$ cat src/design/assert_macros.svh
// Assertion macros shared by the deframer RTL.
// No dependencies; included by files that carry concurrent checks.
`ifndef ASSERT_MACROS_SVH
`define ASSERT_MACROS_SVH
`ifndef SYNTHESIS
// Check prop on every rising edge of clk, suspended while rst_n is low.
`define ASSERT_RST(label, clk, rst_n, prop) \
  label: assert property (@(posedge clk) disable iff (!rst_n) (prop)) \
    else $error("assertion failed");
// Check prop on every rising edge of clk, also during reset.
`define ASSERT_ALWAYS(label, clk, prop) \
  label: assert property (@(posedge clk) (prop)) \
    else $error("assertion failed");
`else
`define ASSERT_RST(label, clk, rst_n, prop)
`define ASSERT_ALWAYS(label, clk, prop)
`endif
`endif

$ cat src/design/fcd_pkg.sv
// Shared types and constants of the fixed cell deframer.
// No dependencies; used by every module of the block.
package fcd_pkg;

  // Cell header layout
  localparam logic [15:0] HDR_LEN       = 16'd3;
  localparam logic [15:0] MIN_CELL      = 16'd4;

  // Configuration register indexes
  localparam logic [1:0]  REG_CELL_BYTES = 2'd0;
  localparam logic [1:0]  REG_DATA_TYPE  = 2'd1;
  localparam logic [1:0]  REG_DUMMY_TYPE = 2'd2;

  // Configuration reset values
  localparam logic [15:0] CELL_BYTES_RST = 16'd512;
  localparam logic [7:0]  DATA_TYPE_RST  = 8'd1;
  localparam logic [7:0]  DUMMY_TYPE_RST = 8'd0;

  // Result status codes
  localparam logic [1:0]  ST_PAYLOAD      = 2'd0;
  localparam logic [1:0]  ST_UNKNOWN_TYPE = 2'd1;
  localparam logic [1:0]  ST_BAD_LENGTH   = 2'd2;

  // Configuration as seen by the datapath
  typedef struct packed {
    logic [15:0] cell_bytes;
    logic [7:0]  data_type_code;
    logic [7:0]  dummy_type_code;
  } cfg_t;

  // One result transaction
  typedef struct packed {
    logic [7:0] payload_byte;
    logic       last_of_payload;
    logic [1:0] status;
  } res_t;

endpackage

$ cat src/design/fcd_cfg.sv
// Configuration registers of the fixed cell deframer.
// Depends on fcd_pkg.
module fcd_cfg (
  input  logic           clk,
  input  logic           rst_n,
  input  logic           cfg_we,
  input  logic [1:0]     cfg_index,
  input  logic [15:0]    cfg_wdata,
  output fcd_pkg::cfg_t  cfg
);

  fcd_pkg::cfg_t cfg_r;
  fcd_pkg::cfg_t cfg_nxt;

  // Decode writes; unknown indexes are dropped
  always_comb begin
    cfg_nxt = cfg_r;
    if (cfg_we) begin
      unique case (cfg_index)
        fcd_pkg::REG_CELL_BYTES: cfg_nxt.cell_bytes      = cfg_wdata;
        fcd_pkg::REG_DATA_TYPE:  cfg_nxt.data_type_code  = cfg_wdata[7:0];
        fcd_pkg::REG_DUMMY_TYPE: cfg_nxt.dummy_type_code = cfg_wdata[7:0];
        default: ;
      endcase
    end
  end

  always_ff @(posedge clk) begin
    if (!rst_n) begin
      cfg_r.cell_bytes      <= fcd_pkg::CELL_BYTES_RST;
      cfg_r.data_type_code  <= fcd_pkg::DATA_TYPE_RST;
      cfg_r.dummy_type_code <= fcd_pkg::DUMMY_TYPE_RST;
    end else begin
      cfg_r <= cfg_nxt;
    end
  end

  assign cfg = cfg_r;

endmodule

$ cat src/design/fcd_parser.sv
// Input register and cell header/body parser of the fixed cell deframer.
// Depends on fcd_pkg.
module fcd_parser (
  input  logic           clk,
  input  logic           rst_n,
  input  logic           in_valid,
  output logic           in_ready,
  input  logic [7:0]     in_byte,
  input  fcd_pkg::cfg_t  cfg,
  input  logic           res_room,
  output logic           res_valid,
  output fcd_pkg::res_t  res
);

  // Parse phase codes
  localparam logic [1:0] PH_TYPE   = 2'd0;
  localparam logic [1:0] PH_LEN_HI = 2'd1;
  localparam logic [1:0] PH_LEN_LO = 2'd2;
  localparam logic [1:0] PH_BODY   = 2'd3;

  logic        stg_valid_r, stg_valid_nxt;
  logic [7:0]  stg_byte_r;
  logic        advance;

  logic [1:0]  phase_r, phase_nxt;
  logic [15:0] pos_r, pos_nxt;
  logic [7:0]  kind_r, kind_nxt;
  logic [15:0] len_r, len_nxt;
  logic        skip_r, skip_nxt;

  logic [15:0] body;
  logic [15:0] len_full;
  logic [15:0] pos_inc;
  logic        emit;
  fcd_pkg::res_t res_c;

  // Input stage: holds one byte until the result side has room
  assign advance  = stg_valid_r && res_room;
  assign in_ready = !stg_valid_r || res_room;

  always_comb begin
    stg_valid_nxt = stg_valid_r;
    if (in_valid && in_ready) begin
      stg_valid_nxt = 1'b1;
    end else if (advance) begin
      stg_valid_nxt = 1'b0;
    end
  end

  always_ff @(posedge clk) begin
    if (!rst_n) begin
      stg_valid_r <= 1'b0;
    end else begin
      stg_valid_r <= stg_valid_nxt;
    end
  end

  always_ff @(posedge clk) begin
    if (in_valid && in_ready) begin
      stg_byte_r <= in_byte;
    end
  end

  // Body size; small cell sizes act as the minimum
  assign body = (cfg.cell_bytes < fcd_pkg::MIN_CELL) ? 16'd1
                                                      : cfg.cell_bytes - fcd_pkg::HDR_LEN;
  assign len_full = {len_r[15:8], stg_byte_r};
  assign pos_inc  = pos_r + 16'd1;

  // Per-byte decode
  always_comb begin
    phase_nxt = phase_r;
    pos_nxt   = pos_r;
    kind_nxt  = kind_r;
    len_nxt   = len_r;
    skip_nxt  = skip_r;
    emit      = 1'b0;
    res_c     = '0;
    unique case (phase_r)
      PH_TYPE: begin
        kind_nxt  = stg_byte_r;
        phase_nxt = PH_LEN_HI;
      end
      PH_LEN_HI: begin
        len_nxt   = {stg_byte_r, 8'd0};
        phase_nxt = PH_LEN_LO;
      end
      PH_LEN_LO: begin
        len_nxt   = len_full;
        phase_nxt = PH_BODY;
        pos_nxt   = '0;
        skip_nxt  = 1'b0;
        // dummy wins over data when both codes match
        priority if (kind_r == cfg.dummy_type_code) begin
          skip_nxt = 1'b1;
        end else if (kind_r != cfg.data_type_code) begin
          skip_nxt     = 1'b1;
          emit         = 1'b1;
          res_c.status = fcd_pkg::ST_UNKNOWN_TYPE;
        end else if (len_full == '0 || len_full > body) begin
          skip_nxt     = 1'b1;
          emit         = 1'b1;
          res_c.status = fcd_pkg::ST_BAD_LENGTH;
        end else begin
          skip_nxt = 1'b0;
        end
      end
      PH_BODY: begin
        if (!skip_r && pos_r < len_r) begin
          emit                  = 1'b1;
          res_c.payload_byte    = stg_byte_r;
          res_c.last_of_payload = (pos_inc == len_r);
          res_c.status          = fcd_pkg::ST_PAYLOAD;
        end
        pos_nxt = pos_inc;
        // end of cell, also on counter wrap
        if (pos_inc >= body || pos_inc == '0) begin
          phase_nxt = PH_TYPE;
          pos_nxt   = '0;
          kind_nxt  = '0;
          len_nxt   = '0;
          skip_nxt  = 1'b0;
        end
      end
      default: ;
    endcase
  end

  always_ff @(posedge clk) begin
    if (!rst_n) begin
      phase_r <= PH_TYPE;
      pos_r   <= '0;
      kind_r  <= '0;
      len_r   <= '0;
      skip_r  <= 1'b0;
    end else if (advance) begin
      phase_r <= phase_nxt;
      pos_r   <= pos_nxt;
      kind_r  <= kind_nxt;
      len_r   <= len_nxt;
      skip_r  <= skip_nxt;
    end
  end

  assign res_valid = advance && emit;
  assign res       = res_c;

endmodule

$ cat src/design/fcd_out_buf.sv
// Two-entry result buffer that decouples the parser from the output channel.
// Depends on fcd_pkg.
module fcd_out_buf (
  input  logic           clk,
  input  logic           rst_n,
  input  logic           push,
  input  fcd_pkg::res_t  push_res,
  output logic           room,
  output logic           out_valid,
  input  logic           out_ready,
  output fcd_pkg::res_t  out_res
);

  localparam int unsigned Depth = 2;
  localparam int unsigned PtrW  = $clog2(Depth);
  localparam int unsigned CntW  = $clog2(Depth + 1);

  fcd_pkg::res_t     mem_r [Depth];
  logic [PtrW-1:0]   wr_ptr_r, wr_ptr_nxt;
  logic [PtrW-1:0]   rd_ptr_r, rd_ptr_nxt;
  logic [CntW-1:0]   cnt_r, cnt_nxt;
  logic              pop;

  assign pop       = out_valid && out_ready;
  assign out_valid = (cnt_r != '0);
  assign room      = (cnt_r != CntW'(Depth));
  assign out_res   = mem_r[rd_ptr_r];

  // Pointer and fill count update
  always_comb begin
    wr_ptr_nxt = wr_ptr_r;
    rd_ptr_nxt = rd_ptr_r;
    cnt_nxt    = cnt_r;
    if (push) begin
      wr_ptr_nxt = (wr_ptr_r == PtrW'(Depth - 1)) ? '0 : wr_ptr_r + PtrW'(1);
    end
    if (pop) begin
      rd_ptr_nxt = (rd_ptr_r == PtrW'(Depth - 1)) ? '0 : rd_ptr_r + PtrW'(1);
    end
    if (push && !pop) begin
      cnt_nxt = cnt_r + CntW'(1);
    end else if (pop && !push) begin
      cnt_nxt = cnt_r - CntW'(1);
    end
  end

  always_ff @(posedge clk) begin
    if (!rst_n) begin
      wr_ptr_r <= '0;
      rd_ptr_r <= '0;
      cnt_r    <= '0;
    end else begin
      wr_ptr_r <= wr_ptr_nxt;
      rd_ptr_r <= rd_ptr_nxt;
      cnt_r    <= cnt_nxt;
    end
  end

  always_ff @(posedge clk) begin
    if (push) begin
      mem_r[wr_ptr_r] <= push_res;
    end
  end

endmodule

$ cat src/design/fixed_cell_deframer.sv
// Top level of the fixed cell deframer: config registers, parser, result buffer.
// Depends on fcd_pkg, fcd_cfg, fcd_parser, fcd_out_buf and assert_macros.svh.
//
//  channel | direction | handshake            | payload
//  --------+-----------+----------------------+---------------------------------------------
//  in_     | input     | in_valid / in_ready  | in_byte
//  out_    | output    | out_valid / out_ready| out_payload_byte, out_last_of_payload, out_status
//  cfg_    | input     | cfg_we (no wait)     | cfg_index, cfg_wdata
//
// One byte per cycle sustained while the result buffer has room; a result passes through the
// input register, then the parse logic into the two-entry result buffer, from which
// out_ready can accept it.
// Reset (rst_n low, synchronous) empties both stages, restarts at a type byte and
// loads the register defaults; no clearing pass.
// When the result buffer is full the input stage holds its byte and in_ready drops,
// also in a cycle where out_ready pops an entry; bytes that give no result still wait
// for buffer room.
`include "assert_macros.svh"

module fixed_cell_deframer (
  input  logic        clk,
  input  logic        rst_n,
  input  logic        in_valid,
  output logic        in_ready,
  input  logic [7:0]  in_byte,
  output logic        out_valid,
  input  logic        out_ready,
  output logic [7:0]  out_payload_byte,
  output logic        out_last_of_payload,
  output logic [1:0]  out_status,
  input  logic        cfg_we,
  input  logic [1:0]  cfg_index,
  input  logic [15:0] cfg_wdata
);

  fcd_pkg::cfg_t cfg;
  fcd_pkg::res_t res;
  fcd_pkg::res_t out_res;
  logic          res_valid;
  logic          res_room;

  // Register file
  fcd_cfg u_cfg (
    .clk       (clk),
    .rst_n     (rst_n),
    .cfg_we    (cfg_we),
    .cfg_index (cfg_index),
    .cfg_wdata (cfg_wdata),
    .cfg       (cfg)
  );

  // Input register and parse logic
  fcd_parser u_parser (
    .clk       (clk),
    .rst_n     (rst_n),
    .in_valid  (in_valid),
    .in_ready  (in_ready),
    .in_byte   (in_byte),
    .cfg       (cfg),
    .res_room  (res_room),
    .res_valid (res_valid),
    .res       (res)
  );

  // Result buffer
  fcd_out_buf u_out_buf (
    .clk       (clk),
    .rst_n     (rst_n),
    .push      (res_valid),
    .push_res  (res),
    .room      (res_room),
    .out_valid (out_valid),
    .out_ready (out_ready),
    .out_res   (out_res)
  );

  assign out_payload_byte    = out_res.payload_byte;
  assign out_last_of_payload = out_res.last_of_payload;
  assign out_status          = out_res.status;

  // Checks
  `ASSERT_RST(a_err_zero_payload, clk, rst_n, (out_valid && out_status != fcd_pkg::ST_PAYLOAD) |-> (out_payload_byte == 8'd0 && !out_last_of_payload))
  `ASSERT_RST(a_stall_needs_backlog, clk, rst_n, !in_ready |-> out_valid)
  `ASSERT_RST(a_no_push_when_full, clk, rst_n, !res_room |-> !res_valid)
  `ASSERT_ALWAYS(a_reset_empties, clk, !rst_n |=> (!out_valid && in_ready))

endmodule

$ cat config.mk
export PLATFORM = sky130hd
export DESIGN_NAME = fixed_cell_deframer
export DESIGN_NICKNAME = d
export VERILOG_FILES = /design/src/design/fcd_pkg.sv /design/src/design/fcd_cfg.sv /design/src/design/fcd_parser.sv /design/src/design/fcd_out_buf.sv /design/src/design/fixed_cell_deframer.sv
export VERILOG_INCLUDE_DIRS = /design/src /design/src/design
export SDC_FILE = /design/constraint.sdc
export NUM_CORES = 1
export LEC_CHECK = 0
export BUFFER_PORTS_ARGS = -buffer_cell sky130_fd_sc_hd__buf_2
export CORE_ASPECT_RATIO = 1.1
export CORE_MARGIN = 2
export CORE_UTILIZATION = 46
export DETAILED_ROUTE_END_ITERATION = 8
export MAX_ROUTING_LAYER = met4
export PLACE_DENSITY = 0.7
export SYNTH_ARGS = -nofsm -noshare
export SYNTH_HDL_FRONTEND = slang
export SYNTH_SLANG_ARGS = --single-unit
$ cat constraint.sdc
create_clock -name clk -period 5.97 [get_ports clk]
set_input_delay 1.194 -clock clk [delete_from_list [all_inputs] [get_ports clk]]
set_output_delay 1.194 -clock clk [all_outputs]
set_load 0.1 [all_outputs]
After elaboration in Yosys (flattened, before gate mapping)
Memories as Yosys holds them, arrays and structs flattened. A register that Yosys moved wholly into a read port is not among the register bits.
Cells that the tools add are included.
{ "word_totals": {"ff_bits": 88, "n_memories": 1, "mem_bits_rw": 22, "out_inout_bits": 13} }
{ "classes": {"n_addsub": 6, "n_reduce_logical": 34, "magnitude_cmp": 4, "n_eq_ne": 10, "bitwise": 1, "muxes": 33} }
{ "mem_list": {"columns": ["name", "words", "width", "rd", "rd_ports_with_merged_regs", "write_ports", "line", "rtl"], "rows": [
  ["u_out_buf.mem_r", 2, 11, 1, 1, 1, "fcd_out_buf.sv:18", "fcd_pkg::res_t mem_r [Depth];"]
]} }
{ "ops": {"columns": ["op", "n"], "rows": [
  ["$mux W16", 3],
  ["$pmux W16 S3", 1],
  ["$logic_not A16 Y1", 2],
  ["$pmux W16 S2", 1],
  ["$add A16 B1 Y16 const B", 1],
  ["$eq A16 B16 Y1", 1],
  ["$ge A16 B16 Y1", 1],
  ["$gt A16 B16 Y1", 1],
  ["$lt A16 B16 Y1", 1],
  ["$lt A16 B3 Y1 const B", 1],
  ["$pmux W8 S2", 1],
  ["$sub A16 B2 Y16 const B", 1],
  ["$mux W1", 14],
  ["$mux W2", 6],
  ["$reduce_bool A2 Y1", 6],
  ["$mux W11", 1],
  ["$reduce_and A2 Y1", 5],
  ["$mux W9", 1],
  ["$reduce_and A3 Y1", 3],
  ["$eq A8 B8 Y1", 1],
  ["$mux W8", 1],
  ["$ne A8 B8 Y1", 1],
  ["$pmux W2 S4", 1],
  ["$logic_and A1 B1 Y1", 7],
  ["other kinds (15)", 26]
]} }

Logic depth before layout (Yosys ltp)
{ "depth": {"word_depth": 13, "depth_mapped": 18} }

By module
From an unflattened synthesis, not the netlist that was laid out.
{ "hier_totals": {"cells_unflattened": 689, "area_unflattened_um2": 6578.8} }
{ "modules_own_cells": {"columns": ["module", "cells_each", "seq_area_each_um2", "n_inst", "area_each_um2"], "rows": [
  ["fcd_parser", 508, 1121.1, 1, 4317.9],
  ["fcd_cfg", 125, 640.6, 1, 1251.2],
  ["fcd_out_buf", 56, 760.7, 1, 1009.7]
]} }

Worst setup path before layout
No wires, ideal clock.
{ "synth_timing": {"kind": "register to register", "startpoint": "register u_cfg.cfg_r (netlist bit u_cfg.cfg[20])", "endpoint": "memory u_out_buf.mem_r[0][0] in the netlist's numbering, enable pin", "t_required_ns": 5.574, "slack_ns": 1.506, "path_stages_with_launch": 15, "setup_ns": 0.396, "n_path_buf": 0, "arrival_ns": 4.069, "cell_sequence": "dfxtp_1 or4_1 nor3_1 nand2_1 or2_2 xnor2_1 nand2_1 ha_1 nand4_1 nor4_1 a21bo_2 a31oi_1 o211ai_1 nand3b_1 nor3b_1"} }
{ "synth_via": {"elab_chain_cells": 11} }
{ "synth_rtl": {"columns": ["item", "line", "rtl"], "rows": [
  ["start, declared", "fcd_cfg.sv:12", "fcd_pkg::cfg_t cfg_r;"],
  ["start signal, assigned", "fcd_cfg.sv:34", "cfg_r <= cfg_nxt;"],
  ["$sub A16 B2 Y16 or $lt A16 B3 Y1 (tied branches)", "fcd_parser.sv:66, fcd_parser.sv:65", null],
  ["$mux W16 *", "fcd_parser.sv:65", "assign body = (cfg.cell_bytes < fcd_pkg::MIN_CELL) ? 16'd1"],
  ["$gt A16 B16 Y1 *", "fcd_parser.sv:100", "end else if (len_full == '0 || len_full > body) begin"],
  ["$logic_or A1 B1 Y1 *", "fcd_parser.sv:100", null],
  ["$mux W1 *", "fcd_parser.sv:100", null],
  ["$mux W1 *", "fcd_parser.sv:96", "end else if (kind_r != cfg.data_type_code) begin"],
  ["$mux W1 *", "fcd_parser.sv:94", "priority if (kind_r == cfg.dummy_type_code) begin"],
  ["$pmux W1 S2 *", "fcd_parser.sv:79", "unique case (phase_r)"],
  ["$logic_and A1 B1 Y1 *", "fcd_parser.sv:145", "assign res_valid = advance && emit;"],
  ["$mux W1 *", "fcd_out_buf.sv:60", "if (push) begin"],
  ["$mux W1 (not written as such) *", "fcd_out_buf.sv:61", "mem_r[wr_ptr_r] <= push_res;"],
  ["end, declared", "fcd_out_buf.sv:18", null]
]} }
Mark *: on every way between the ends. The rest lies on a longest branch, timed or not.

Worst setup path in the final report
{ "layout_timing": {"startpoint": "register u_cfg.cfg_r (netlist bit u_cfg.cfg[20])", "endpoint": "register u_out_buf.cnt_r[1]"} }
{ "layout_via": {"elab_chain_cells": 12} }
{ "layout_rtl": {"columns": ["item", "line", "rtl"], "rows": [
  ["$sub A16 B2 Y16 or $lt A16 B3 Y1 (tied branches)", "fcd_parser.sv:66, fcd_parser.sv:65", null],
  ["$mux W16 *", "fcd_parser.sv:65", null],
  ["$gt A16 B16 Y1 *", "fcd_parser.sv:100", null],
  ["$logic_or A1 B1 Y1 *", "fcd_parser.sv:100", null],
  ["$mux W1 *", "fcd_parser.sv:100", null],
  ["$mux W1 *", "fcd_parser.sv:96", null],
  ["$mux W1 *", "fcd_parser.sv:94", null],
  ["$pmux W1 S2 *", "fcd_parser.sv:79", null],
  ["$logic_and A1 B1 Y1 *", "fcd_parser.sv:145", null],
  ["net res_valid", "fixed_cell_deframer.sv:39", "logic res_valid;"],
  ["$logic_not A1 Y1", "fcd_out_buf.sv:42", "end else if (pop && !push) begin"],
  ["$logic_and A1 B1 Y1", "fcd_out_buf.sv:42", null],
  ["$reduce_bool A2 Y1 (no line)", null, null],
  ["end signal, assigned", "fcd_out_buf.sv:55", "cnt_r <= cnt_nxt;"],
  ["end, declared", "fcd_out_buf.sv:21", "logic [CntW-1:0] cnt_r, cnt_nxt;"]
]} }
The timed path passes the listed nets; every way through them passes the cells marked *.
A chain may end at the register's enable or synchronous reset.

==> metrics.md <==
| Metric | Value |
|---|---|
| Normalized max-slew margin | `27.46%` |
| Net switching power | `0.5935 mW` |
| Clock insertion delay at the later pin of the skew report | `360 ps` |
| Number of buffers created by CTS | `9` |
| CP max stage delay | `590 ps` |
| Count of antenna diodes in the layout | `0` |
| Share of synthesized area spent on multiplexers | `7.157%` |
| Post-synth EDFFs | `30` |
| Worst-margin pin slew | `1078 ps` |
| Category of the worst setup path launch point | `flop` |
| Sinks on the clock net | `111` |
| Leak | `2.995 nW` |
| Hold bufs inserted after CTS | `0` |
| Initial antenna violation count | `0` |
| Arrival time of the worst setup path | `4920 ps` |
| Total routing usage reported by global routing | `21.68%` |
| CP delay by family, top | `simple AND/OR/NAND/NOR gates` |
| Rows | `45` |
| Post_cts resized | `0` |
| Placed wire-length estimate | `11800 um` |
| Residual DRC | `0` |
| Longest Clk Path Bufs | `2` |
| Timing-limited maximum frequency | `0.2164 GHz` |
| Mean area per synthesized cell | `9.033 um2` |
| Max-capacitance violation count | `0` |
| Area added between synthesis and finish | `10.22%` |
| Kind of end point of the critical path | `flop` |
| Setup_tns | `0 ps` |
| Remaining global-route overflow | `0` |
| Fraction of layout cells with a size suffix above 1 | `11.62%` |
| Detailed-routing iteration count for the pre-antenna-repair pass | `5` |
| Class of the most critical hold timing path | `flop to flop` |
| Max VDD drop | `0.1429 mV` |
| Count of unique library cells instantiated by Yosys | `53` |
| Vias per inst | `5.653` |
| Fill cell total of the finished layout | `1237` |
| Total internal power | `1.212 mW` |
| CTS HTree Levels | `3` |
| Number of nets with antenna violations after routing | `0` |
| Dominant combinational cell family by area after synthesis | `simple AND/OR/NAND/NOR gates` |
| Number of global-route vias before repair | `5182` |
| Pin count of the biggest net entering global routing | `51` |
| Minimum period implied by the final worst setup slack | `4621 ps` |
| Area fraction of the dominant cell type after synthesis | `24.93%` |
| Total of warnings raised by yosys | `0` |
| Area of the mapped netlist | `6504 um2` |
| WL per Instance | `16.28 um` |
| Number of buffer and inverter instances along the worst setup path | `0` |
| Count of buffers added by post-CTS timing repair for setup | `0` |
| Final clock skew | `10.09 ps` |
| Post-synthesis register bit count | `111` |
| Crit-path slowest cell | `or4_1` |
| Total core area | `13790 um2` |
| Total nets after synthesis | `806` |
| Proportion of power drawn by the clock network | `32.6%` |
| Synth area leaders | `dfxtp_1 (25%), edfxtp_1 (14%), ha_1 (11%)` |
| Ys async rst share | `0%` |
| Vertical die dimension | `128.7 um` |
| Relative contribution of sequential cells to total power | `46.4%` |
| Required time reported for the critical path endpoint | `6270 ps` |
| Number of hold violations in the final report | `0` |
| Gate power share | `21.0%` |
| Detailed-route via count | `5342` |
| RSZ-0062 raised after global routing | `false` |
| Total placed instance area | `6880 um2` |
| Critical path peak fanout | `6` |
| Total I/O pin count | `44` |
| Final cell area excluding filler cells | `7168 um2` |
| CTS tree | `yes` |
| X dimension of the die | `117.4 um` |
| Fraction of the mapped netlist area in simple logic gates | `21.74%` |
| Routability-driven placement congestion ratio | `0.9261` |
| Post-synthesis instance total | `720` |
| CTS Root Buffer Type | `clkbuf_16` |
| Nets | `838` |
| Final setup violating endpoints | `0` |
| Arithmetic-cell share of the synthesized area counting full adders, half adders and majority gates | `10.58%` |
| Max-slew violation count | `0` |
| Post-synth top area cell | `dfxtp_1` |
| Top FF cell, synth | `dfxtp_1` |
| Final period util | `77.41%` |
| Post-synthesis share of cell area spent on xor and xnor gates | `7.541%` |
| Total power per unit cell area | `251.8 nW/um2` |
| Wire length of the first global-routing pass | `25340 um` |
| Compound-cell area share of the yosys netlist | `10.41%` |
| Critical-path cell list | `or4_1 > nor3_1 > nand2_1 > nor4_1 > xor2_1 > nand2_1 > ha_1 > nand4_1 > nor4_1 > a21bo_2 > a31oi_1 > o211ai_1 > nand3b_1 > and2_1 > ha_1 > or3_1 > a21oi_1` |
| Proportion of total power due to net switching | `32.88%` |
| Clk slew on worst S/H paths | `70 ps` |
| Kind of critical path | `flop to flop` |
| Starting density of the core | `47.15%` |
| Wirelength, routed | `15390 um` |
| Die area | `15110 um2` |
| Run status | `complete, no violations` |
| Total design power | `1.805 mW` |
| Proportion of synthesized chip area in sequential cells | `38.78%` |
| First-iteration detailed-routing DRC count | `340` |
| Number of buffer cells added on primary ports | `43` |
-- Yosys cell counts (2+ instances only) --
library cell and instances:
o22ai_1 2, or3_1 6, ha_1 55, clkbuf_1 24, mux2i_1 33, nand3_1 25
and2_1 12, a31oi_1 3, nor3b_1 4, nor2_1 41, dfxtp_1 81, o21ai_0 23
o21a_1 3, nor2b_1 5, or4_1 3, inv_1 34, a32o_1 8, xnor2_1 26
a21oi_1 45, xor2_1 30, nand3b_1 4, mux2_2 12, nor3_1 17, nand2_1 107
a211oi_1 4, buf_2 2, and3_1 3, or2_2 3, nor4_1 18, and4_1 4
edfxtp_1 30, o31ai_1 3, o211ai_1 7, o211a_1 2, nand2b_1 10, nand4_1 12
clkinv_1 2, nor4_4 2
-- layout make-up --
class	instances	area, um2	area share [%]
Tap cell	188	235.2	3.282
Multi-Input combinational cell	546	3735	52.10
Clock buffer	10	239.0	3.334
Timing Repair Buffer	48	252.7	3.526
Inverter	36	135.1	1.885
Clock inverter	6	48.80	0.6807
Sequential cell	111	2522	35.19
-- power by group through the flow --
stage	Clock, mW	Sequential, mW	Combinational, mW
after floorplan	0	0.835	0.314
after global placement	0	0.853	0.369
after detailed placement	0	0.854	0.377
after CTS	0.602	0.837	0.379
after global routing	0.630	0.841	0.409
final	0.589	0.837	0.379
-- worst register-to-register path, stage by stage (launching register included) --
cell      delay (ps)
dfxtp_1          360
or4_1            590
nor3_1           260
nand2_1          160
nor4_1           260
xor2_1           180
nand2_1          100
ha_1             350
nand4_1          140
nor4_1           350
a21bo_2          260
a31oi_1          240
o211ai_1         200
nand3b_1         170
and2_1           140
ha_1             260
or3_1            390
a21oi_1          140
-- cell usage in the layout (no fill, tap or decap), drive strengths merged, types with 10 or more instances in the layout --
cell and n:
nor3 18, nor4 20, dfxtp 81, clkbuf 10, xnor2 26, xor2 30, inv 39, mux2 12
buf 48, nor2 41, nand2 107, and2 12, nand4 12, nand2b 10, nand3 25, o21ai 24
mux2i 33, ha 55, a21oi 46, edfxtp 30
-- sequential cells by signal (all words and copies together), names as in the netlist, named ones only --
register	flops
u_parser.stg_byte_r	8
u_out_buf.wr_ptr_r	1
u_cfg.cfg	32
u_out_buf.mem_r	22
u_out_buf.rd_ptr_r	1
u_parser.stg_valid_r	1
u_parser.skip_r	1
u_out_buf.cnt_r	2
u_parser.len_r	16
u_parser.kind_r	8
u_parser.pos_r	16
u_parser.phase_r	2
-- metal layers --
metal  wire [um]  part of all wire, %  up-vias  track usage [%]
met5           0                    0        -                -
met4         409                  2.7        0            8.505
met3         701                  4.6       33            3.723
met2        7581                   49      159            36.84
met1        6694                   44     2530            25.84
li1            -                    -     2620                -
-- through the flow --
| stage | setup slack (ps) | util, % | std cells | hold WS, ps |
|---|---|---|---|---|
| finish | 1349 | 51.96 | 945 | 461.9 |
| global route | 840.4 | 51.96 | 945 | 495.3 |
| CTS | 1408 | 51.96 | 945 | 467.5 |
| detailed placement | 1417 | 49.88 | 929 | 457.3 |
| global placement | 1556 | 49.88 | 929 | 445.1 |
| floorplan | 1506 | - | 720 | 434.7 |
-- logic make-up after synthesis --
family / after synthesis
buf+inv: 63
flops: 111
xor+xnor: 56
mux: 45
compound gates: 109
simple gates: 281
fa+ha+maj: 55
-- path summary, 6_finish.rpt --
path | start | end | slack [ps] | cells past startpoint
hold / removal | u_parser.len_r[2] | u_parser.len_r[2] | 460 | 2
hold reg to reg | u_parser.len_r[2] | u_parser.len_r[2] | 460 | 2
setup / recovery | u_cfg.cfg[20] | u_out_buf.cnt_r[1] | 1350 | 17
setup reg to reg | u_cfg.cfg[20] | u_out_buf.cnt_r[1] | 1350 | 17
Note: power is estimated with default switching activity, not from simulation.
